### src/design/psma_ram.sv
// Generic simple dual-port RAM with one write port and a registered read port.
// No dependencies.
`timescale 1ns / 1ps
`default_nettype none

module psma_ram #(
  parameter int WIDTH = 64,
  parameter int DEPTH = 16
) (
  input  wire logic                     clk,
  input  wire logic                     wr_en,
  input  wire logic [$clog2(DEPTH)-1:0] wr_addr,
  input  wire logic [WIDTH-1:0]         wr_data,
  input  wire logic                     rd_en,
  input  wire logic [$clog2(DEPTH)-1:0] rd_addr,
  output logic      [WIDTH-1:0]         rd_data
);

  logic [WIDTH-1:0] mem [DEPTH];

  // Write port.
  always_ff @(posedge clk) begin
    if (wr_en) begin
      mem[wr_addr] <= wr_data;
    end
  end

  // Registered read port: data appears in the cycle after rd_en.
  always_ff @(posedge clk) begin
    if (rd_en) begin
      rd_data <= mem[rd_addr];
    end
  end

endmodule

`default_nettype wire

### config.mk
export PLATFORM = sky130hd
export DESIGN_NAME = psma_ram
export DESIGN_NICKNAME = d
export VERILOG_FILES = /design/src/design/psma_ram.sv
export SDC_FILE = /design/constraint.sdc
export NUM_CORES = 1
export LEC_CHECK = 0
export BUFFER_PORTS_ARGS = -buffer_cell sky130_fd_sc_hd__buf_2
export CAP_MARGIN = 20
export CORE_UTILIZATION = 52
export DETAILED_ROUTE_END_ITERATION = 10
export GPL_TIMING_DRIVEN = 0
export PLACE_DENSITY_LB_ADDON = 0.05
export SLEW_MARGIN = 5
export SYNTH_ARGS = -nofsm -noshare
export SYNTH_HDL_FRONTEND = slang
export SYNTH_SLANG_ARGS = --single-unit
### constraint.sdc
create_clock -name clk -period 16.95 [get_ports clk]
set_clock_uncertainty 0.2 [all_clocks]
set_input_delay 2.5425 -clock clk [delete_from_list [all_inputs] [get_ports clk]]
set_output_delay 2.5425 -clock clk [all_outputs]
set_load 0.02 [all_outputs]
==> qor.csv <==
stage,metric,value,unit
routing,DR vias,18400,
power_and_ir_drop,Leak Pwr,15.0,nW
critical_path,CP top delay family,buffers and inverters,
hold_path,hold crit path type,flop to flop,
critical_path,slowest cell delay on critical path,0.62,ns
routing,Via density,5.99,
cts,CTS buffer count,108,
timing,worst slew pin tran,1.05,ns
placed_design,PortBufs,136,
routing,DRC viols,0,
routing,Antenna Nets Post-Route,0,
routing,drt wl/cell,29.0,um
power_and_ir_drop,VDD IR max,0.0000817,V
layout,Fill cells,5317,
cts,Setup Buffers After CTS,0,
global_routing,initial antenna violation count,10,
floorplan,Ports,139,
cts,H-tree lvl count,3,
floorplan,Die Y,280,um
floorplan,core area,76200,um^2
logic_synthesis,top post-synthesis cells by area,"edfxtp_1 (81%), mux4_2 (14%), a22oi_1 (2.4%)",
critical_path,crit path DAT,4.84,ns
placed_design,Setup WS pre-CTS,11.57,ns
cts,Sink Count,1088,
cts,CTS tree,built,
power_and_ir_drop,Reg power frac,0.544,
cts,CTS root buf,clkbuf_16,
floorplan,die width,280,um
timing,fin crit period,4.69,ns
logic_synthesis,"Distinct cells, synth",17,
layout,share of cells above drive strength 1,0.317,
logic_synthesis,Post-Syn Area,40200,um^2
logic_synthesis,sequential fraction of the synthesis area,0.812,
power_and_ir_drop,switching power,1.15,mW
power_and_ir_drop,Comb pwr share,0.052,
critical_path,CP Max Fanout,8,
routing,router iterations before antenna repair,7,
layout,Nets,2041,
timing,Max-slew headroom,0.297,
cts,clock-pin slew on the worst setup and hold paths,0.06,ns
logic_synthesis,Yosys top cell area share,0.812,
global_routing,total congestion overflow,0,
placed_design,DPL Wire Length,56.5,mm
critical_path,CP Buf/Inv Count,7,
cts,Max clock buf depth,3,
logic_synthesis,Syn Nets,1722,
timing,RSZ-0062 raised after global routing,no,
critical_path,"Data required, critical path",17.10,ns
routing,DR iter-0 viols,1725,
critical_path,crit path capture type,flop,
timing,setup violators final,0,
power_and_ir_drop,PD cells,120,nW/um^2
timing,final worst slack,12.26,ns
floorplan,Initial Utilization,0.528,
logic_synthesis,Mapped Cells,1647,
timing,Final Hold Vio Count,0,
timing,Max Fclk,213,MHz
cts,"Hold-fix buffers, CTS",0,
logic_synthesis,post-synth top area cell,edfxtp_1,
flow_run,max cap viols,0,
power_and_ir_drop,Internal,4.45,mW
critical_path,type of the worst setup path,primary input to flop,
logic_synthesis,syn avg cell area,24.4,um^2
global_routing,largest net degree at the start of global routing,35,
critical_path,cell breakdown of the critical path,"buf_2, nand3b_1, nor3_2, buf_6, buf_4, buf_6, buf_4, buf_6, buf_6",
global_routing,total track usage,0.235,
power_and_ir_drop,switching part of the total power,0.205,
run_status,status,finished clean,
cts,clock latency on the worst-skew pair,0.65,ns
critical_path,slowest library cell on the worst path,nor3_2,
global_routing,first-pass GRT wire length,131,mm
logic_synthesis,#FFs+latches synth,1088,
floorplan,Die ar.,78500,um^2
timing,fin crit share,0.276,
power_and_ir_drop,Clock Power Share,0.404,
layout,"Area growth, synth to finish",16.4,%
timing,TNS Setup,0,ns
placed_design,RD Place Congestion,0.688,
critical_path,Worst path most repeated cell,buf_6,
floorplan,Rows,101,
critical_path,CP startpoint kind,primary input,
logic_synthesis,Synth warnings,0,
routing,routed wire length,89.4,mm
timing,"Slew Viols, Final",0,
global_routing,vias in the first global route,19500,
cts,post-CTS sizing,0,
stage by stage:
stage                     hold WS (ns)  instance area, um^2  utilization  cells  power [mW]
after CTS                        0.547                46800        0.615   3080        5.65
after global placement           0.527                42200        0.554   2813        3.39
after detailed placement         0.536                43500        0.571   2886        3.40
after global routing             0.569                46800        0.615   3080        5.75
final                            0.546                46800        0.615   3081        5.60
after floorplan                  0.510                40200            -   1647        3.26
synthesized netlist by cell type, drive strengths merged:
cell type,n
nor3,4
nand3,1
and2,1
edfxtp,1088
a22oi,128
clkbuf,36
nor2b,2
buf,48
nand2b,2
nor2,13
mux4,256
nand3b,2
or3b,1
nand2,65
layout make-up:
class | instances | area [um^2] | area share
diodes | 1 | 2.50 | 0.0000534
plain buffers | 84 | 452 | 0.00964
clock buffers | 137 | 2920 | 0.0623
clock inverters | 57 | 424 | 0.00906
multi-input cells | 475 | 7210 | 0.154
flip-flops and latches | 1088 | 32700 | 0.698
well taps | 1030 | 1290 | 0.0275
repair buffers | 209 | 1860 | 0.0398
cells in the final DEF, fill, tap and decap left out, types with 4 or more instances in the layout:
master / instances
a22oi_1: 128
buf_1: 16
buf_12: 22
buf_16: 15
buf_2: 148
buf_4: 29
buf_6: 26
bufinv_16: 7
clkbuf_1: 60
clkbuf_16: 113
clkinv_1: 36
clkinv_2: 11
edfxtp_1: 1088
mux4_2: 256
nand2_1: 65
nor2_4: 12
nor3_2: 4
power groups by stage:
stage          registers, mW  logic [mW]  clock network (mW)
2_1_floorplan           3.12       0.144                   0
3_3_place_gp            3.11       0.279                   0
3_5_place_dp            3.10       0.296                   0
4_1_cts                 3.05       0.297                2.30
5_1_grt                 3.05       0.312                2.39
6_report                3.04       0.291                2.26
worst register-to-register path: stages (launching register included):
cell      delay (ns)
edfxtp_1        0.37
mux4_2          0.48
a22oi_1         0.30
nand2_1         0.13
routing by layer:
| layer | GRT usage | routed length, um |
|---|---|---|
| met1 | 0.343 | 38700 |
| met2 | 0.376 | 43600 |
| met3 | 0.0370 | 5230 |
| met4 | 0.0605 | 1740 |
| met5 | 0 | 122 |
cell families after synthesis:
kind of cell    Yosys count  synth area share
mux                     256             0.143
simple gates             91           0.00927
buf+inv                  84            0.0112
compound gates          128            0.0239
flops                  1088             0.812
final timing paths:
path               start          end  slack, ns  cells past startpoint
max           wr_addr[3]   mem[4][52]      12.26                      9
min           mem[6][48]  rd_data[48]       0.55                      3
max reg2reg  mem[10][19]  rd_data[19]      15.22                      3
min reg2reg   mem[6][48]  rd_data[48]       0.55                      3
flip-flops by register name, summed over array words and instances (netlist names):
| register | cells |
|---|---|
| mem | 1024 |
| rd_data | 64 |
Note: power is estimated with default switching activity, not from simulation.
